--- config.mk ---
export PLATFORM = sky130hd
export DESIGN_NAME = pascal_subset_lexer_flat
export DESIGN_NICKNAME = d
export VERILOG_FILES = /design/src/rtl/plx_pkg.sv /design/src/rtl/plx_if.sv /design/src/rtl/pascal_subset_lexer.sv /design/src/rtl/plx_core.sv /design/src/rtl/plx_outq.sv /design/src/flat_wrapper.sv
export SDC_FILE = /design/constraint.sdc
export NUM_CORES = 1
export LEC_CHECK = 0
export BUFFER_PORTS_ARGS = -buffer_cell sky130_fd_sc_hd__buf_2
export CORE_AREA = 2 2 227 229
export DETAILED_ROUTE_END_ITERATION = 10
export DIE_AREA = 0 0 229 231
export PLACE_DENSITY = 0.5
export SLEW_MARGIN = 40
export SYNTH_ARGS = -nofsm -noshare
export SYNTH_HDL_FRONTEND = slang
export SYNTH_SLANG_ARGS = --single-unit
--- constraint.sdc ---
create_clock -name clk_i -period 5.6 [get_ports clk_i]
set_clock_uncertainty 0.15 [all_clocks]
set_input_delay 1.12 -clock clk_i [delete_from_list [all_inputs] [get_ports clk_i]]
set_output_delay 1.12 -clock clk_i [all_outputs]
set_load 0.03 [all_outputs]
--- src/rtl/plx_pkg.sv ---
// shared types, constants and helpers for the pascal subset lexer
// used by plx_core, plx_outq and pascal_subset_lexer
package plx_pkg;

  localparam int unsigned LINE_BITS_DEF   = 16;
  localparam int unsigned COLUMN_BITS_DEF = 16;
  localparam int unsigned NKW             = 11;
  localparam int unsigned KW_SLOTS        = 8;
  localparam int unsigned OUTQ_DEPTH      = 4;

  // lexer modes
  typedef enum logic [2:0] {
    MODE_BEGIN,
    MODE_IDENT,
    MODE_INTEGER,
    MODE_STRING,
    MODE_COMMENT,
    MODE_LARGER,
    MODE_SMALLER,
    MODE_ASSIGN
  } mode_e;

  // result kinds
  localparam logic [4:0] KIND_END      = 5'd0;
  localparam logic [4:0] KIND_IDENT    = 5'd1;
  localparam logic [4:0] KIND_INTEGER  = 5'd2;
  localparam logic [4:0] KIND_STRING   = 5'd3;
  localparam logic [4:0] KIND_KW_FIRST = 5'd4;
  localparam logic [4:0] KIND_RPAREN   = 5'd15;
  localparam logic [4:0] KIND_LPAREN   = 5'd16;
  localparam logic [4:0] KIND_RBRACK   = 5'd17;
  localparam logic [4:0] KIND_LBRACK   = 5'd18;
  localparam logic [4:0] KIND_EQUAL    = 5'd19;
  localparam logic [4:0] KIND_PLUS     = 5'd20;
  localparam logic [4:0] KIND_MINUS    = 5'd21;
  localparam logic [4:0] KIND_STAR     = 5'd22;
  localparam logic [4:0] KIND_SLASH    = 5'd23;
  localparam logic [4:0] KIND_LARGER   = 5'd24;
  localparam logic [4:0] KIND_SMALLER  = 5'd25;
  localparam logic [4:0] KIND_COMMA    = 5'd26;
  localparam logic [4:0] KIND_SEMI     = 5'd27;
  localparam logic [4:0] KIND_COLON    = 5'd28;
  localparam logic [4:0] KIND_ASSIGN   = 5'd29;
  localparam logic [4:0] KIND_BAD      = 5'd30;
  localparam logic [4:0] KIND_OPEN_STR = 5'd31;

  // special characters
  localparam logic [7:0] CH_NUL     = 8'h00;
  localparam logic [7:0] CH_TAB     = 8'h09;
  localparam logic [7:0] CH_LF      = 8'h0A;
  localparam logic [7:0] CH_CR      = 8'h0D;
  localparam logic [7:0] CH_SPACE   = 8'h20;
  localparam logic [7:0] CH_PERCENT = 8'h25;
  localparam logic [7:0] CH_QUOTE   = 8'h27;
  localparam logic [7:0] CH_LESS    = 8'h3C;
  localparam logic [7:0] CH_EQUAL   = 8'h3D;
  localparam logic [7:0] CH_GREATER = 8'h3E;
  localparam logic [7:0] CH_COLON   = 8'h3A;
  localparam logic [7:0] CH_UNDER   = 8'h5F;

  // keyword spellings, zero padded
  localparam logic [7:0] KW_TEXT [NKW][KW_SLOTS] = '{
    '{"B", "E", "G", "I", "N", 8'h00, 8'h00, 8'h00},
    '{"E", "N", "D", 8'h00, 8'h00, 8'h00, 8'h00, 8'h00},
    '{"F", "O", "R", 8'h00, 8'h00, 8'h00, 8'h00, 8'h00},
    '{"T", "O", 8'h00, 8'h00, 8'h00, 8'h00, 8'h00, 8'h00},
    '{"R", "E", "P", "E", "A", "T", 8'h00, 8'h00},
    '{"U", "N", "T", "I", "L", 8'h00, 8'h00, 8'h00},
    '{"D", "O", 8'h00, 8'h00, 8'h00, 8'h00, 8'h00, 8'h00},
    '{"V", "A", "R", 8'h00, 8'h00, 8'h00, 8'h00, 8'h00},
    '{"I", "N", "T", "E", "G", "E", "R", 8'h00},
    '{"C", "O", "N", "S", "T", 8'h00, 8'h00, 8'h00},
    '{"D", "O", "W", "N", "T", "O", 8'h00, 8'h00}
  };
  localparam logic [7:0] KW_LEN [NKW] = '{
    8'd5, 8'd3, 8'd3, 8'd2, 8'd6, 8'd5, 8'd2, 8'd3, 8'd7, 8'd5, 8'd6
  };

  typedef struct packed {
    logic        is_text;
    logic [7:0]  text_char;
    logic [4:0]  kind;
    logic [15:0] line;
    logic [15:0] column;
    logic [7:0]  text_length;
    logic        last;
  } res_t;

  // results of one lexer step toward the output queue
  typedef struct packed {
    logic [1:0] count;
    res_t       res0;
    res_t       res1;
  } push_t;

  function automatic logic [15:0] clamp16(input logic [31:0] v);
    clamp16 = (|v[31:16]) ? 16'hFFFF : v[15:0];
  endfunction

  function automatic logic is_alpha(input logic [7:0] c);
    is_alpha = (c >= "A" && c <= "Z") || (c >= "a" && c <= "z");
  endfunction

  function automatic logic is_digit(input logic [7:0] c);
    is_digit = (c >= "0" && c <= "9");
  endfunction

  // single character punctuation, bad character otherwise
  function automatic logic [4:0] punct_kind(input logic [7:0] c);
    case (c)
      ")":     punct_kind = KIND_RPAREN;
      "(":     punct_kind = KIND_LPAREN;
      "]":     punct_kind = KIND_RBRACK;
      "[":     punct_kind = KIND_LBRACK;
      "=":     punct_kind = KIND_EQUAL;
      "+":     punct_kind = KIND_PLUS;
      "-":     punct_kind = KIND_MINUS;
      "*":     punct_kind = KIND_STAR;
      "/":     punct_kind = KIND_SLASH;
      ",":     punct_kind = KIND_COMMA;
      ";":     punct_kind = KIND_SEMI;
      default: punct_kind = KIND_BAD;
    endcase
  endfunction

endpackage

--- src/rtl/plx_if.sv ---
// valid/ready channel interfaces for source characters and lexer results
// standalone, no package needed
interface plx_char_if;
  logic       valid;
  logic       ready;
  logic [7:0] character;

  modport source (output valid, output character, input ready);
  modport sink (input valid, input character, output ready);
endinterface

interface plx_tok_if;
  logic        valid;
  logic        ready;
  logic        is_text;
  logic [7:0]  text_char;
  logic [4:0]  kind;
  logic [15:0] line;
  logic [15:0] column;
  logic [7:0]  text_length;
  logic        last;

  modport source (output valid, output is_text, output text_char, output kind,
                  output line, output column, output text_length, output last,
                  input ready);
  modport sink (input valid, input is_text, input text_char, input kind,
                input line, input column, input text_length, input last,
                output ready);
endinterface

--- src/rtl/pascal_subset_lexer.sv ---
// pascal subset lexer top level: character input register and step logic,
// then a four-entry result queue; depends on plx_pkg, plx_if, plx_core, plx_outq
// a character is held in the input register until the queue has room, then its
//   results are written into the queue, which hands them out in order
// throughput: one character per cycle while at most two results wait; input
//   stalls once three results wait, as two-result characters can fill the queue
// reset: asynchronous, active low; clears mode, keyword mask, counters, queue
module pascal_subset_lexer #(
  parameter int unsigned LINE_BITS   = plx_pkg::LINE_BITS_DEF,
  parameter int unsigned COLUMN_BITS = plx_pkg::COLUMN_BITS_DEF
) (
  input logic        clk_i,
  input logic        rst_ni,
  plx_char_if.sink   char_i,
  plx_tok_if.source  tok_o
);
  import plx_pkg::*;

  push_t push;
  logic  room;
  res_t  res;

  plx_core #(
    .LINE_BITS   (LINE_BITS),
    .COLUMN_BITS (COLUMN_BITS)
  ) u_core (
    .clk_i      (clk_i),
    .rst_ni     (rst_ni),
    .in_valid_i (char_i.valid),
    .in_ready_o (char_i.ready),
    .in_char_i  (char_i.character),
    .room_i     (room),
    .push_o     (push)
  );

  plx_outq u_outq (
    .clk_i       (clk_i),
    .rst_ni      (rst_ni),
    .push_i      (push),
    .room_o      (room),
    .out_valid_o (tok_o.valid),
    .out_ready_i (tok_o.ready),
    .out_res_o   (res)
  );

  assign tok_o.is_text     = res.is_text;
  assign tok_o.text_char   = res.text_char;
  assign tok_o.kind        = res.kind;
  assign tok_o.line        = res.line;
  assign tok_o.column      = res.column;
  assign tok_o.text_length = res.text_length;
  assign tok_o.last        = res.last;

endmodule

--- src/rtl/plx_core.sv ---
// lexer step: input character register, lexer state and the per-character
// logic that yields up to two results; depends on plx_pkg
module plx_core #(
  parameter int unsigned LINE_BITS   = plx_pkg::LINE_BITS_DEF,
  parameter int unsigned COLUMN_BITS = plx_pkg::COLUMN_BITS_DEF
) (
  input  logic          clk_i,
  input  logic          rst_ni,
  input  logic          in_valid_i,
  output logic          in_ready_o,
  input  logic [7:0]    in_char_i,
  input  logic          room_i,
  output plx_pkg::push_t push_o
);
  import plx_pkg::*;

  logic                   s_valid_q;
  logic [7:0]             s_char_q;
  mode_e                  mode_q, mode_d;
  logic [NKW-1:0]         kw_q, kw_d;
  logic [7:0]             len_q, len_d;
  logic [LINE_BITS-1:0]   tline_q, tline_d, cline_q, cline_d, adv_line;
  logic [COLUMN_BITS-1:0] tcol_q, tcol_d, ccol_q, ccol_d, adv_col;
  logic                   fire;

  assign fire       = s_valid_q && room_i;
  assign in_ready_o = !s_valid_q || fire;

  always_ff @(posedge clk_i or negedge rst_ni) begin
    if (!rst_ni) begin
      s_valid_q <= 1'b0;
    end else if (in_ready_o) begin
      s_valid_q <= in_valid_i;
    end
  end

  always_ff @(posedge clk_i) begin
    if (in_ready_o && in_valid_i) begin
      s_char_q <= in_char_i;
    end
  end

  function automatic res_t make_res(input logic is_text, input logic [7:0] ch,
                                    input logic [4:0] kind, input logic [31:0] ln,
                                    input logic [31:0] col, input logic [7:0] len);
    res_t r;
    r.is_text     = is_text;
    r.text_char   = ch;
    r.kind        = kind;
    r.line        = clamp16(ln);
    r.column      = clamp16(col);
    r.text_length = len;
    r.last        = 1'b0;
    return r;
  endfunction

  // position after consuming the current character
  always_comb begin
    adv_line = cline_q;
    adv_col  = ccol_q;
    if (s_char_q == CH_LF) begin
      if (cline_q != '1) adv_line = cline_q + 1'b1;
      adv_col = '0;
    end else if (ccol_q != '1) begin
      adv_col = ccol_q + 1'b1;
    end
  end

  always_comb begin
    logic [7:0]     c;
    logic           begin_run;
    logic           b_emit;
    logic           do_restart;
    logic [1:0]     cnt;
    res_t           r0, r1, rb;
    logic [4:0]     id_kind;
    logic [4:0]     pk;
    logic [7:0]     len_inc;
    logic [NKW-1:0] kw_adv;
    logic [NKW-1:0] kw_first;

    c          = s_char_q;
    begin_run  = 1'b0;
    b_emit     = 1'b0;
    do_restart = 1'b0;
    cnt        = 2'd0;
    r0         = '0;
    r1         = '0;
    rb         = '0;
    mode_d     = mode_q;
    kw_d       = kw_q;
    len_d      = len_q;
    tline_d    = tline_q;
    tcol_d     = tcol_q;
    cline_d    = cline_q;
    ccol_d     = ccol_q;

    len_inc = (len_q != 8'hFF) ? len_q + 8'd1 : len_q;
    id_kind = KIND_IDENT;
    for (int k = 0; k < NKW; k++) begin
      kw_adv[k]   = kw_q[k] && !((len_q >= KW_LEN[k]) || (KW_TEXT[k][len_q[2:0]] != c));
      kw_first[k] = (KW_TEXT[k][0] == c);
      if (kw_q[k] && (len_q == KW_LEN[k])) id_kind = 5'(KIND_KW_FIRST + 5'(k));
    end
    pk = punct_kind(c);

    unique case (mode_q)
      MODE_IDENT: begin
        if (is_alpha(c) || is_digit(c) || c == CH_UNDER) begin
          kw_d  = kw_adv;
          len_d = len_inc;
          r0 = make_res(1'b1, c, KIND_IDENT, 32'(tline_q), 32'(tcol_q), len_inc);
          cnt = 2'd1;
          cline_d = adv_line;
          ccol_d  = adv_col;
        end else begin
          r0 = make_res(1'b0, CH_NUL, id_kind, 32'(tline_q), 32'(tcol_q), len_q);
          cnt = 2'd1;
          begin_run = 1'b1;
        end
      end
      MODE_INTEGER: begin
        if (is_digit(c)) begin
          len_d = len_inc;
          r0 = make_res(1'b1, c, KIND_INTEGER, 32'(tline_q), 32'(tcol_q), len_inc);
          cnt = 2'd1;
          cline_d = adv_line;
          ccol_d  = adv_col;
        end else begin
          r0 = make_res(1'b0, CH_NUL, KIND_INTEGER, 32'(tline_q), 32'(tcol_q), len_q);
          cnt = 2'd1;
          begin_run = 1'b1;
        end
      end
      MODE_STRING: begin
        if (c == CH_NUL) begin
          r0 = make_res(1'b0, CH_NUL, KIND_OPEN_STR, 32'(tline_q), 32'(tcol_q), len_q);
          cnt = 2'd1;
          do_restart = 1'b1;
        end else if (c == CH_QUOTE) begin
          r0 = make_res(1'b0, CH_NUL, KIND_STRING, 32'(tline_q), 32'(tcol_q), len_q);
          cnt = 2'd1;
          mode_d  = MODE_BEGIN;
          cline_d = adv_line;
          ccol_d  = adv_col;
        end else begin
          len_d = len_inc;
          r0 = make_res(1'b1, c, KIND_STRING, 32'(tline_q), 32'(tcol_q), len_inc);
          cnt = 2'd1;
          cline_d = adv_line;
          ccol_d  = adv_col;
        end
      end
      MODE_COMMENT: begin
        if (c != CH_NUL && c != CH_LF) begin
          cline_d = adv_line;
          ccol_d  = adv_col;
        end else begin
          begin_run = 1'b1;
        end
      end
      MODE_LARGER: begin
        r0 = make_res(1'b0, CH_NUL, KIND_LARGER, 32'(tline_q), 32'(tcol_q), 8'd0);
        cnt = 2'd1;
        begin_run = 1'b1;
      end
      MODE_SMALLER: begin
        r0 = make_res(1'b0, CH_NUL, KIND_SMALLER, 32'(tline_q), 32'(tcol_q), 8'd0);
        cnt = 2'd1;
        begin_run = 1'b1;
      end
      MODE_ASSIGN: begin
        if (c == CH_EQUAL) begin
          r0 = make_res(1'b0, CH_NUL, KIND_ASSIGN, 32'(tline_q), 32'(tcol_q), 8'd0);
          cnt = 2'd1;
          mode_d  = MODE_BEGIN;
          cline_d = adv_line;
          ccol_d  = adv_col;
        end else begin
          r0 = make_res(1'b0, CH_NUL, KIND_COLON, 32'(tline_q), 32'(tcol_q), 8'd0);
          cnt = 2'd1;
          begin_run = 1'b1;
        end
      end
      default: begin
        begin_run = 1'b1;
      end
    endcase

    // character handled from the begin state, seeing the unadvanced counters
    if (begin_run) begin
      mode_d = MODE_BEGIN;
      if (c == CH_NUL) begin
        rb = make_res(1'b0, CH_NUL, KIND_END, 32'(cline_q), 32'(ccol_q), 8'd0);
        b_emit     = 1'b1;
        do_restart = 1'b1;
      end else if (c == CH_SPACE || c == CH_TAB || c == CH_CR || c == CH_LF) begin
        cline_d = adv_line;
        ccol_d  = adv_col;
      end else if (c == CH_PERCENT) begin
        mode_d  = MODE_COMMENT;
        cline_d = adv_line;
        ccol_d  = adv_col;
      end else if (is_alpha(c) || is_digit(c)) begin
        tline_d = cline_q;
        tcol_d  = ccol_q;
        len_d   = 8'd1;
        if (is_alpha(c)) begin
          kw_d   = kw_first;
          mode_d = MODE_IDENT;
          rb = make_res(1'b1, c, KIND_IDENT, 32'(cline_q), 32'(ccol_q), 8'd1);
        end else begin
          mode_d = MODE_INTEGER;
          rb = make_res(1'b1, c, KIND_INTEGER, 32'(cline_q), 32'(ccol_q), 8'd1);
        end
        b_emit  = 1'b1;
        cline_d = adv_line;
        ccol_d  = adv_col;
      end else if (c == CH_QUOTE || c == CH_GREATER || c == CH_LESS || c == CH_COLON) begin
        tline_d = cline_q;
        tcol_d  = ccol_q;
        len_d   = 8'd0;
        if (c == CH_QUOTE)        mode_d = MODE_STRING;
        else if (c == CH_GREATER) mode_d = MODE_LARGER;
        else if (c == CH_LESS)    mode_d = MODE_SMALLER;
        else                      mode_d = MODE_ASSIGN;
        cline_d = adv_line;
        ccol_d  = adv_col;
      end else begin
        rb = make_res(1'b0, CH_NUL, pk, 32'(cline_q), 32'(ccol_q), 8'd0);
        b_emit = 1'b1;
        if (pk == KIND_BAD) begin
          do_restart = 1'b1;
        end else begin
          cline_d = adv_line;
          ccol_d  = adv_col;
        end
      end
    end

    if (b_emit) begin
      if (cnt == 2'd0) r0 = rb;
      else             r1 = rb;
      cnt = cnt + 2'd1;
    end

    if (cnt == 2'd2)      r1.last = 1'b1;
    else if (cnt == 2'd1) r0.last = 1'b1;

    // end token or error: back to the reset state
    if (do_restart) begin
      mode_d  = MODE_BEGIN;
      kw_d    = '0;
      len_d   = '0;
      tline_d = '0;
      tcol_d  = '0;
      cline_d = '0;
      ccol_d  = '0;
    end

    push_o.count = fire ? cnt : 2'd0;
    push_o.res0  = r0;
    push_o.res1  = r1;
  end

  always_ff @(posedge clk_i or negedge rst_ni) begin
    if (!rst_ni) begin
      mode_q  <= MODE_BEGIN;
      kw_q    <= '0;
      len_q   <= '0;
      tline_q <= '0;
      tcol_q  <= '0;
      cline_q <= '0;
      ccol_q  <= '0;
    end else if (fire) begin
      mode_q  <= mode_d;
      kw_q    <= kw_d;
      len_q   <= len_d;
      tline_q <= tline_d;
      tcol_q  <= tcol_d;
      cline_q <= cline_d;
      ccol_q  <= ccol_d;
    end
  end

endmodule

--- src/rtl/plx_outq.sv ---
// result queue: takes up to two results per beat, hands out one per beat
// depends on plx_pkg
module plx_outq (
  input  logic           clk_i,
  input  logic           rst_ni,
  input  plx_pkg::push_t push_i,
  output logic           room_o,
  output logic           out_valid_o,
  input  logic           out_ready_i,
  output plx_pkg::res_t  out_res_o
);
  import plx_pkg::*;

  localparam int unsigned PTR_BITS = $clog2(OUTQ_DEPTH);
  localparam int unsigned CNT_BITS = $clog2(OUTQ_DEPTH + 1);

  res_t                mem_q [OUTQ_DEPTH];
  logic [PTR_BITS-1:0] wr_q, wr_d, rd_q, rd_d, wr_next;
  logic [CNT_BITS-1:0] cnt_q, cnt_d;
  logic                pop;

  // room for a two-result beat, regardless of a pop in the same cycle
  assign room_o      = cnt_q <= CNT_BITS'(OUTQ_DEPTH - 2);
  assign out_valid_o = cnt_q != '0;
  assign out_res_o   = mem_q[rd_q];
  assign pop         = out_valid_o && out_ready_i;
  assign wr_next     = wr_q + 1'b1;

  always_comb begin
    wr_d  = wr_q + PTR_BITS'(push_i.count);
    rd_d  = pop ? rd_q + 1'b1 : rd_q;
    cnt_d = cnt_q + CNT_BITS'(push_i.count) - CNT_BITS'(pop);
  end

  always_ff @(posedge clk_i or negedge rst_ni) begin
    if (!rst_ni) begin
      wr_q  <= '0;
      rd_q  <= '0;
      cnt_q <= '0;
    end else begin
      wr_q  <= wr_d;
      rd_q  <= rd_d;
      cnt_q <= cnt_d;
    end
  end

  always_ff @(posedge clk_i) begin
    if (push_i.count != 2'd0) mem_q[wr_q] <= push_i.res0;
    if (push_i.count == 2'd2) mem_q[wr_next] <= push_i.res1;
  end

endmodule
--- src/flat_wrapper.sv ---
// flat-port wrapper written by rule: the top's interface ports become plain ports
module pascal_subset_lexer_flat import plx_pkg::*;
#(
  parameter int unsigned LINE_BITS   = plx_pkg::LINE_BITS_DEF,
  parameter int unsigned COLUMN_BITS = plx_pkg::COLUMN_BITS_DEF
)
  (clk_i, rst_ni, char_i_valid, char_i_character, char_i_ready, tok_o_valid, tok_o_is_text, tok_o_text_char, tok_o_kind, tok_o_line, tok_o_column, tok_o_text_length, tok_o_last, tok_o_ready);
  plx_char_if char_i_i ();
  plx_tok_if tok_o_i ();
  input logic clk_i;
  input logic rst_ni;
  input wire logic [$bits(char_i_i.valid)-1:0] char_i_valid;
  input wire logic [$bits(char_i_i.character)-1:0] char_i_character;
  output wire logic [$bits(char_i_i.ready)-1:0] char_i_ready;
  output wire logic [$bits(tok_o_i.valid)-1:0] tok_o_valid;
  output wire logic [$bits(tok_o_i.is_text)-1:0] tok_o_is_text;
  output wire logic [$bits(tok_o_i.text_char)-1:0] tok_o_text_char;
  output wire logic [$bits(tok_o_i.kind)-1:0] tok_o_kind;
  output wire logic [$bits(tok_o_i.line)-1:0] tok_o_line;
  output wire logic [$bits(tok_o_i.column)-1:0] tok_o_column;
  output wire logic [$bits(tok_o_i.text_length)-1:0] tok_o_text_length;
  output wire logic [$bits(tok_o_i.last)-1:0] tok_o_last;
  input wire logic [$bits(tok_o_i.ready)-1:0] tok_o_ready;
  assign char_i_i.valid = char_i_valid;
  assign char_i_i.character = char_i_character;
  assign char_i_ready = char_i_i.ready;
  assign tok_o_valid = tok_o_i.valid;
  assign tok_o_is_text = tok_o_i.is_text;
  assign tok_o_text_char = tok_o_i.text_char;
  assign tok_o_kind = tok_o_i.kind;
  assign tok_o_line = tok_o_i.line;
  assign tok_o_column = tok_o_i.column;
  assign tok_o_text_length = tok_o_i.text_length;
  assign tok_o_last = tok_o_i.last;
  assign tok_o_i.ready = tok_o_ready;
  pascal_subset_lexer #(.LINE_BITS(LINE_BITS), .COLUMN_BITS(COLUMN_BITS)) u_core (.clk_i(clk_i), .rst_ni(rst_ni), .char_i(char_i_i), .tok_o(tok_o_i));
endmodule
==> flow_metrics.env, run 1 <==
export IMPL_portBuffers=68
export IMPL_coreArea_um2=50680
export IMPL_hold_slack_ns=0.3037
export IMPL_syn_nets=1593
export IMPL_rows=83
export IMPL_ys_flop_type="edfxtp_1"
export IMPL_yosysUniqueCellTypes=93
export IMPL_setup_viol=0
export IMPL_worstHoldPathCells=2
export IMPL_globalRouteOverflowTotal=0
export IMPL_h_tree_depth=2
export IMPL_grt_start_max_net_pins=56
export IMPL_place_congestion=0.8885
export IMPL_syn_inst=1565
export IMPL_ff2ff_path_depth=13
export IMPL_dieArea_um2=52900
export IMPL_p_total_w=0.01029
export IMPL_remaining_drc_errors=0
export IMPL_cts_setup_buffers=0
export IMPL_min_period_ns=4.658
export IMPL_cp_num_cells=13
export IMPL_synth_mux_area_frac=0.07264
export IMPL_fp_dieW_um=229
export IMPL_worst_endpoint_required_ns=5.86
export IMPL_clock_fmax_ghz=0.2147
export IMPL_numCtsBuffers=37
export IMPL_fin_ws_ns=0.9424
export IMPL_antenna_found_initial=0
export IMPL_final_antenna_net_count=0
export IMPL_synth_edf_count=200
export IMPL_worst_path_buf_inv=2
export IMPL_critical_path_max_stage_delay_ns=0.66
export IMPL_rsz0062_at_grt="no"
export IMPL_hold_violations=0
export IMPL_synth_fa_ha_area_frac=0.01189
export IMPL_root_buffer="clkbuf_16"
export IMPL_start_util=0.3446
export IMPL_ys_ff_latch=322
export IMPL_cts_sinks=322
export IMPL_drtPass1Iterations=6
export IMPL_clk_latency_ns=0.55
export IMPL_grt_usage=0.2061
export IMPL_yosysSeqAreaShare=0.5106
export IMPL_preCtsSetupSlack_ns=0.9939
export IMPL_crit_chain="or4_4, o22ai_2, o21ai_1, o21ai_2, o21ai_2, inv_1, ha_1, o21ai_1, nor2_1, nand2_1, a21oi_4, buf_4, a22o_1"
export IMPL_hold_buffers=0
export IMPL_diodes=0
export IMPL_drt_iter0_drc=1187
export IMPL_clock_path_buffers=3
export IMPL_hp_class="reg -> reg"
export IMPL_p_leak_nw=6.995
export IMPL_cp_top_family="compound AO/OA/AOI/OAI gates"
export IMPL_grt_pass1_wl_mm=83.74
export IMPL_clk_pin_slew_ns=0.06
export IMPL_cp_end_kind="register"
export IMPL_die_h_um=231
export IMPL_final_nets=1610
export IMPL_vdd_ir_drop_max_mv=0.2154
export IMPL_setup_tns_ns=0
export IMPL_wl_per_cell_um=23.73
export IMPL_async_flop_share=0.2919
export IMPL_fin_crit_sh=0.8317
export IMPL_crit_type="reg -> reg"
export IMPL_io_pins=69
export IMPL_maxSlewHeadroom=0.4134
export IMPL_drive_above_1_share=0.1789
export IMPL_drt_total_wl_mm=54.35
export IMPL_crit_slowest_cell="or4_4"
export IMPL_synth_compound_area_frac=0.1966
export IMPL_grt_pass1_vias=13300
export IMPL_syn_area_per_cell_um2=11.16
export IMPL_num_vias=13350
export IMPL_final_util=0.3903
export IMPL_yosysWarnings=0
export IMPL_post_dp_hpwl_mm=34.89
export IMPL_post_cts_resized=0
export IMPL_synthSimpleGateAreaFrac=0.1410
export IMPL_start_kind="register"
export IMPL_arrival_ns=4.92
export IMPL_via_per_inst=5.830
export IMPL_worstMarginPinSlew_ns=0.8746
export IMPL_cts_tree="yes"
export IMPL_powerDensity_nw_per_um2=520.3
export IMPL_crit_path_max_fanout=32
export IMPL_synth_top_family_by_area="compound AO/OA/AOI/OAI gates"
export IMPL_status="finished clean"
export IMPL_syn_cell_area_um2=17470
export IMPL_syn_to_final_growth_pct=13.25
export IMPL_drv_cap=0
export IMPL_drv_slew=0
export IMPL_synth_xor_area_frac=0.01655
## sequential cells by signal, summed over array words and instances (netlist names), 8 cells and up
signal / count
u_core.u_core.tcol_q: 16
u_core.u_core.ccol_q: 16
u_core.u_core.s_char_q: 8
u_core.u_core.len_q: 8
u_core.u_core.kw_q: 11
u_core.u_core.cline_q: 16
u_core.u_core.tline_q: 16
u_core.u_outq.mem_q: 220
## routing by layer
layer | part of all wire | global-route usage | wire length, um
met5 | 0 | 0 | 0
met4 | 0.022 | 0.06270 | 1210
met3 | 0.058 | 0.03273 | 3154
met1 | 0.45 | 0.2848 | 24330
met2 | 0.47 | 0.3335 | 25660
## per-stage QoR
step | area, um2 | instances
after floorplan | 17470 | 1565
after global placement | 18470 | 2221
after detailed placement | 18530 | 2223
after CTS | 19770 | 2290
after global routing | 19780 | 2290
final | 19780 | 2290
## kinds of logic after synthesis
family                     Yosys count
and+or+nand+nor                    464
AOI/OAI and AO/OA                  459
DFF                                322
buffers and inverters              213
muxes                               58
xor gates and xnor gates            33
adders and majority gates           16
## cell type report
class                   count  area [um2]
clock buffers              53        1079
clock inverters            14       165.2
fillers                  4980       30900
inverters                  73       274.0
multi-input cells        1030        7704
flip-flops and latches    322        8924
well taps                 680       850.8
repair buffers            118       784.5
## where the power goes
group / switching, W / internal [W] / leakage, nW
registers: 0.000306 / 0.00300 / 3.38
logic: 0.00311 / 0.00138 / 3.02
clock network: 0.00100 / 0.00149 / 0.600
total: 0.00442 / 0.00587 / 6.99
## cells in the mapped netlist, types with 45 or more instances
cell,n,area share
nand4_1,50,0.018
edfxtp_1,200,0.34
nand3_1,45,0.013
dfrtp_1,94,0.13
mux4_2,55,0.071
a21oi_1,46,0.013
clkbuf_1,89,0.019
inv_1,71,0.015
nor2_1,80,0.017
a22o_1,151,0.076
o21ai_0,88,0.025
nand2_1,121,0.026
## worst register-to-register path: stages (launching register included)
cell and delay [ns]:
edfxtp_1 0.60, or4_4 0.66, o22ai_2 0.23, o21ai_1 0.25, o21ai_2 0.30, o21ai_2 0.10, inv_1 0.14, ha_1 0.30
o21ai_1 0.22, nor2_1 0.54, nand2_1 0.19, a21oi_4 0.14, buf_4 0.46, a22o_1 0.26
## cells in the final DEF, fill, tap and decap left out, types with 46 or more instances in the layout
cell type,synthesis,final
a21oi_1,46,46
a22o_1,151,151
buf_2,18,67
dfrtp_1,94,92
edfxtp_1,200,200
inv_1,71,67
mux4_2,55,55
nand2_1,121,120
nand4_1,50,50
nor2_1,80,76
o21ai_0,88,88
## final timing paths
check                                           from                         end  slack (ns)
max                        u_core.u_core.s_char_q[0]  u_core.u_outq.mem_q[1][10]        0.94
min                        u_core.u_outq.mem_q[1][8]   u_core.u_outq.mem_q[1][8]        0.30
max reg2reg                u_core.u_core.s_char_q[0]  u_core.u_outq.mem_q[1][10]        0.94
min reg2reg                u_core.u_outq.mem_q[1][8]   u_core.u_outq.mem_q[1][8]        0.30
max in group asynchronous                     rst_ni      u_core.u_core.len_q[4]        3.85
min in group asynchronous                     rst_ni     u_core.u_core.tcol_q[3]        0.39
(Power assumes the default switching activity.)
==> inputs of run 2 (changes only) <==
ABC_AREA = 1   (was unset)
CORE_AREA = 2 2 236 238   (was 2 2 227 229)
DIE_AREA = 0 0 238 240   (was 0 0 229 231)
PLACE_DENSITY = 0.51   (was 0.5)
clock period = 4 ns   (was 5.6 ns; I/O delays follow)
==> flow_metrics.env, run 2 <==
export IMPL_yosysSeqAreaShare=0.4732
export IMPL_p_leak_nw=8.626
export IMPL_clock_path_buffers=3
export IMPL_root_buffer="clkbuf_16"
export IMPL_dieArea_um2=57120
export IMPL_place_congestion=0.8883
export IMPL_antenna_found_initial=0
export IMPL_p_total_w=0.01722
export IMPL_syn_cell_area_um2=18850
export IMPL_rows=86
export IMPL_syn_nets=2435
export IMPL_cp_top_family="simple AND/OR/NAND/NOR gates"
export IMPL_rsz0062_at_grt="yes"
export IMPL_drv_slew=0
export IMPL_final_antenna_net_count=0
export IMPL_setup_viol=0
export IMPL_grt_pass1_vias=16780
export IMPL_cts_tree="yes"
export IMPL_r2r_end="u_core.u_outq.mem_q[3][12]"
export IMPL_async_flop_share=0.2919
export IMPL_clk_pin_slew_ns=0.06
export IMPL_drt_iter0_drc=1513
export IMPL_clkPwrFrac=0.207
export IMPL_grt_pass1_wl_mm=99.13
export IMPL_switching_share=0.4831
export IMPL_ys_ff_latch=322
export IMPL_io_pins=69
export IMPL_arrival_ns=3.91
export IMPL_clk_latency_ns=0.57
export IMPL_synth_area_leaders="edfxtp_1, nand2_1, dfrtp_1, nor2_1, o21ai_0"
export IMPL_vdd_ir_drop_max_mv=0.4174
export IMPL_globalRouteOverflowTotal=0
export IMPL_synth_compound_area_frac=0.1612
export IMPL_syn_inst=2407
export IMPL_worstMarginPinSlew_ns=0.8475
export IMPL_via_per_inst=5.358
export IMPL_crit_top_cell="nand2_1"
export IMPL_synth_fa_ha_area_frac=0.01102
export IMPL_critical_path_max_stage_delay_ns=0.49
export IMPL_coreArea_um2=54660
export IMPL_portBuffers=68
export IMPL_wl_per_cell_um=20.06
export IMPL_crit_type="reg -> reg"
export IMPL_synth_xor_area_frac=0.02277
export IMPL_drv_cap=0
export IMPL_setup_tns_ns=0
export IMPL_ys_flop_type="edfxtp_1"
export IMPL_yosysMostFrequentCell="nand2_1"
export IMPL_powerDensity_nw_per_um2=794.5
export IMPL_drive_above_1_share=0.1344
export IMPL_remaining_drc_errors=0
export IMPL_syn_area_per_cell_um2=7.829
export IMPL_die_h_um=240
export IMPL_final_nets=2504
export IMPL_combPwrFrac=0.503
export IMPL_maxSlewHeadroom=0.4350
export IMPL_syn_to_final_growth_pct=15.02
export IMPL_grt_usage=0.2247
export IMPL_dpl_instance_area_um2=20260
export IMPL_yosysWarnings=0
export IMPL_status="finished clean"
export IMPL_final_area_um2=21680
export IMPL_largest_reg_flops=220
export IMPL_min_period_ns=3.767
export IMPL_crit_slowest_cell="edfxtp_1"
export IMPL_synth_area_leader_cell="edfxtp_1"
export IMPL_grt_start_max_net_pins=112
export IMPL_top_register="u_core.u_outq.mem_q"
export IMPL_worst_path_buf_inv=5
export IMPL_drtPass1Iterations=7
export IMPL_rr_startpoint="u_core.u_core.s_char_q[7]"
export IMPL_start_kind="register"
export IMPL_rrSetupSlack_ns=0.23
export IMPL_yosys_area_top_type_share=0.3187
export IMPL_mostFrequentLayoutCells="nand2_1, nor2_1, edfxtp_1"
export IMPL_drt_total_wl_mm=64.43
export IMPL_fp_dieW_um=238
export IMPL_start_util=0.3448
export IMPL_clock_fmax_ghz=0.2655
export IMPL_numCtsBuffers=39
export IMPL_fin_crit_sh=0.9418
export IMPL_num_vias=17210
export IMPL_synth_common_cells="nand2_1, nor2_1, edfxtp_1"
export IMPL_cts_sinks=322
export IMPL_hp_class="in -> async"
export IMPL_p_switching_w=0.008320
export IMPL_post_dp_hpwl_mm=42.11
export IMPL_crit_chain="nor2_4, nand2_1, nor2_2, inv_2, nand2_1, nor2_1, nand2_1, nor2_1, nand2_1, inv_1, ha_1, inv_1, nor2_1, nor2_2, nor2_4, nor2_2, clkinvlp_4, buf_12"
export IMPL_synthSimpleGateAreaFrac=0.2625
export IMPL_h_tree_depth=2
export IMPL_synth_top_family_by_area="simple AND/OR/NAND/NOR gates"
export IMPL_p_seq_frac=0.290
export IMPL_final_common_cell="nand2_1"
export IMPL_ff2ff_path_depth=18
export IMPL_synth_mux_area_frac=0
export IMPL_worst_endpoint_required_ns=4.14
export IMPL_p_int_w=0.008902
export IMPL_synth_edf_count=200
export IMPL_yosysUniqueCellTypes=48
export IMPL_crit_path_max_fanout=34
export IMPL_cp_end_kind="register"
export IMPL_hold_violations=0
-- run 2: cell types whose count changed after synthesis, sizes merged, moves of 97 or more --
cell and change:
o21ai +255, nand2 +556, nand3 +97, inv +115, nor2 +204, a22o -147
-- run 2: power by group through the flow --
stage               Combinational [W]  Sequential [W]  Clock, W
finish                        0.00867         0.00499   0.00357
global route                  0.00939         0.00507   0.00377
CTS                           0.00863         0.00499   0.00364
detailed placement            0.00861         0.00505         0
global placement              0.00854         0.00503         0
floorplan                     0.00565         0.00489         0
-- run 2: how the worst max path moves through the flow --
stage	slack, ns	depth (start not counted)	to	start
after global placement	0.08	20	u_core.u_outq.mem_q[2][47]	u_core.u_core.s_char_q[1]
after global routing	-0.06	20	u_core.u_outq.mem_q[1][22]	u_core.u_core.s_char_q[1]
final	0.23	18	u_core.u_outq.mem_q[3][12]	u_core.u_core.s_char_q[7]
after CTS	0.02	20	u_core.u_outq.mem_q[2][47]	u_core.u_core.s_char_q[7]
after detailed placement	0.01	20	u_core.u_outq.mem_q[2][47]	u_core.u_core.s_char_q[7]
after floorplan	0.04	20	u_core.u_outq.mem_q[0][0]	u_core.u_core.s_char_q[4]
-- run 2: routing by layer --
layer | routed length, um | track usage | share of wire | vias to the layer above
li1 | - | - | - | 8259
met1 | 28240 | 0.2967 | 0.44 | 8245
met2 | 30180 | 0.3788 | 0.47 | 583
met3 | 4131 | 0.03536 | 0.064 | 124
met4 | 1876 | 0.07027 | 0.029 | 0
met5 | 0 | 0 | 0 | -
-- run 2: stage by stage --
step                      worst slack, ns  cells  utilization  hold slack [ns]
after floorplan                   0.04006   2407            -           0.2708
after detailed placement          0.01174   3128       0.3706           0.2855
after global placement            0.08127   3127       0.3703           0.2842
final                              0.2328   3212       0.3965          0.03908
after global routing             -0.05552   3211       0.3965          0.04949
after CTS                         0.01527   3200       0.3940          0.03536
-- run 2: cell type report --
cell class,instances,area (um2)
repair buffers,161,1174
multi-input cells,1760,8682
clock buffers,56,1101
inverters,192,737.0
flip-flops and latches,322,8924
well taps,704,880.8
diodes,1,2.502
fillers,5569,32990
clock inverters,16,175.2
-- run 2: logic make-up after synthesis --
kind of cell	count (synthesis)
xor+xnor	49
fa+ha+maj	16
compound gates	522
flops	322
simple gates	1173
buf+inv	325
-- run 2: what timing repair did --
item	CTS	global route
hold endpoints to repair	0	0
gates resized for setup	0	13
setup buffers	0	11
setup endpoints to repair	0	320
hold buffers	0	0
==> inputs of run 3 (changes only) <==
BUFFER_PORTS_ARGS = unset   (was -buffer_cell sky130_fd_sc_hd__buf_2)
DONT_BUFFER_PORTS = 1   (was unset)
GPL_ROUTABILITY_DRIVEN = 0   (was unset)
PLACE_DENSITY = 0.5   (was 0.51)
==> flow_metrics.env, run 3 (synthesis gave the netlist of run 2 again) <==
export IMPL_status="finished clean"
export IMPL_arrival_ns=3.87
export IMPL_clk_latency_ns=0.57
export IMPL_fillers=5552
export IMPL_syn_to_final_growth_pct=15.50
export IMPL_maxSlewHeadroom=0.4089
export IMPL_portBuffers=0
export IMPL_clkPwrFrac=0.208
export IMPL_hold_violations=0
export IMPL_switching_share=0.4756
export IMPL_final_common_cell="nand2_1"
export IMPL_setup_viol=0
export IMPL_rr_startpoint="u_core.u_core.s_char_q[1]"
export IMPL_dpl_instance_area_um2=20260
export IMPL_remaining_drc_errors=0
export IMPL_h_tree_depth=2
export IMPL_rows=86
export IMPL_crit_path_max_fanout=24
export IMPL_multi_input_comb_area_um2=8702
export IMPL_hp_class="in -> async"
export IMPL_preCtsSetupSlack_ns=0.03242
export IMPL_grt_pass1_wl_mm=98.04
export IMPL_numCtsBuffers=39
export IMPL_root_buffer="clkbuf_16"
export IMPL_p_total_w=0.01762
export IMPL_final_nets=2478
export IMPL_vdd_ir_drop_max_mv=0.3957
export IMPL_start_util=0.3448
export IMPL_fin_ws_ns=0.2370
export IMPL_wl_per_cell_um=19.93
export IMPL_cts_sinks=322
export IMPL_drt_total_wl_mm=63.49
export IMPL_coreArea_um2=54660
export IMPL_r2r_end="u_core.u_outq.mem_q[1][33]"
export IMPL_final_cells=3185
export IMPL_clk_pin_slew_ns=0.06
export IMPL_ff2ff_path_depth=19
export IMPL_cp_end_kind="register"
export IMPL_grt_pass1_vias=16610
export IMPL_globalRouteOverflowTotal=0
export IMPL_drt_iter0_drc=1511
export IMPL_clock_path_buffers=3
export IMPL_hold_slack_ns=0.006198
export IMPL_fin_crit_sh=0.9407
export IMPL_io_pins=69
export IMPL_min_period_ns=3.763
export IMPL_worst_endpoint_required_ns=4.11
export IMPL_start_kind="register"
export IMPL_drive_above_1_share=0.1302
export IMPL_grt_start_max_net_pins=95
export IMPL_clock_fmax_ghz=0.2657
export IMPL_p_switching_w=0.008381
export IMPL_top_register="u_core.u_outq.mem_q"
export IMPL_mostFrequentLayoutCells="nand2_1, nor2_1, edfxtp_1"
export IMPL_combPwrFrac=0.510
export IMPL_rrSetupSlack_ns=0.24
export IMPL_dp_cells=3107
export IMPL_seqCellArea_um2=8924
export IMPL_via_per_inst=5.379
export IMPL_cts_tree="yes"
export IMPL_crit_type="reg -> reg"
export IMPL_dieArea_um2=57120
export IMPL_p_seq_frac=0.282
export IMPL_p_int_w=0.009239
export IMPL_die_h_um=240
export IMPL_final_antenna_net_count=0
export IMPL_drtPass1Iterations=6
export IMPL_largest_reg_flops=220
export IMPL_grt_usage=0.2208
export IMPL_drv_cap=0
export IMPL_drv_slew=0
export IMPL_fp_dieW_um=238
export IMPL_worstMarginPinSlew_ns=0.8867
export IMPL_post_dp_hpwl_mm=40.62
export IMPL_powerDensity_nw_per_um2=809.5
export IMPL_p_leak_nw=8.621
export IMPL_num_vias=17130
export IMPL_antenna_found_initial=2
export IMPL_final_area_um2=21770
==> run 3: cell count changes in the layout (fill, tap and decap cells not counted), moves of 2 or more <==
cell,change
buf_16,+3
buf_6,+5
nor2_2,+2
buf_12,-4
buf_4,+36
clkbuf_16,+2
clkinv_1,-3
nor2_1,-4
buf_2,-67
inv_2,+3
clkinv_2,+2
nor2_4,+2
clkbuf_1,-7
==> run 3: repair_timing <==
action,CTS,global route
cloned,0,2
buffers inserted,1,2
pin swaps,0,3
hold buffers,1,0
endpoints found under the hold margin,94,0
gates resized for setup,0,22
setup endpoints to repair,1,319
==> run 3: worst max-delay path by stage <==
stage,slack (ns),startpoint,cells past startpoint,end
final,0.24,u_core.u_core.s_char_q[1],19,u_core.u_outq.mem_q[1][33]
after global routing,-0.001,u_core.u_core.s_char_q[1],19,u_core.u_outq.mem_q[1][31]
after CTS,0.06,u_core.u_core.s_char_q[6],20,u_core.u_outq.mem_q[2][46]
after detailed placement,0.03,u_core.u_core.s_char_q[3],18,u_core.u_outq.mem_q[0][46]
after global placement,0.11,u_core.u_core.s_char_q[3],19,u_core.u_outq.mem_q[0][48]
after floorplan,0.04,u_core.u_core.s_char_q[4],20,u_core.u_outq.mem_q[0][0]
==> run 3: through the flow <==
stage | setup TNS [ns] | utilization
2_1_floorplan | 0 | -
3_3_place_gp | 0 | 0.3706
3_5_place_dp | 0 | 0.3706
4_1_cts | 0 | 0.3953
5_1_grt | -0.001904 | 0.3982
6_report | 0 | 0.3982
==> run 3: power by group through the flow <==
stage	Combinational, W	Clock (W)	Sequential (W)
2_1_floorplan	0.00565	0	0.00489
3_3_place_gp	0.00877	0	0.00501
3_5_place_dp	0.00883	0	0.00503
4_1_cts	0.00888	0.00374	0.00497
5_1_grt	0.00971	0.00386	0.00506
6_report	0.00898	0.00366	0.00498
==> run 3: metal layers <==
layer | part of all wire | track usage
met2 | 0.48 | 0.3742
met1 | 0.44 | 0.2939
met4 | 0.020 | 0.06439
met5 | 0.00014 | 0
met3 | 0.059 | 0.03134
==> run 3: critical path: stages (launching register included) <==
cell and delay, ns:
edfxtp_1 0.45, inv_1 0.10, buf_4 0.21, nand2_1 0.10
nor2_1 0.06, o21ai_1 0.17, nand3_2 0.16, nor2_1 0.22
nand2_1 0.17, inv_1 0.15, ha_1 0.16, inv_1 0.04
nor2_2 0.19, inv_2 0.06, nor2_1 0.22, nand2_1 0.15
clkinvlp_4 0.23, nor2_4 0.07, clkinvlp_4 0.12, clkbuf_16 0.24
==> run 3: area by class of cell <==
cell class / count / share of cell area
diodes: 1 / 0.0001150
inverters: 192 / 0.03403
flip-flops and latches: 322 / 0.4100
well taps: 704 / 0.04047
clock buffers: 50 / 0.05001
multi-input cells: 1760 / 0.3998
repair buffers: 135 / 0.05524
clock inverters: 21 / 0.01040
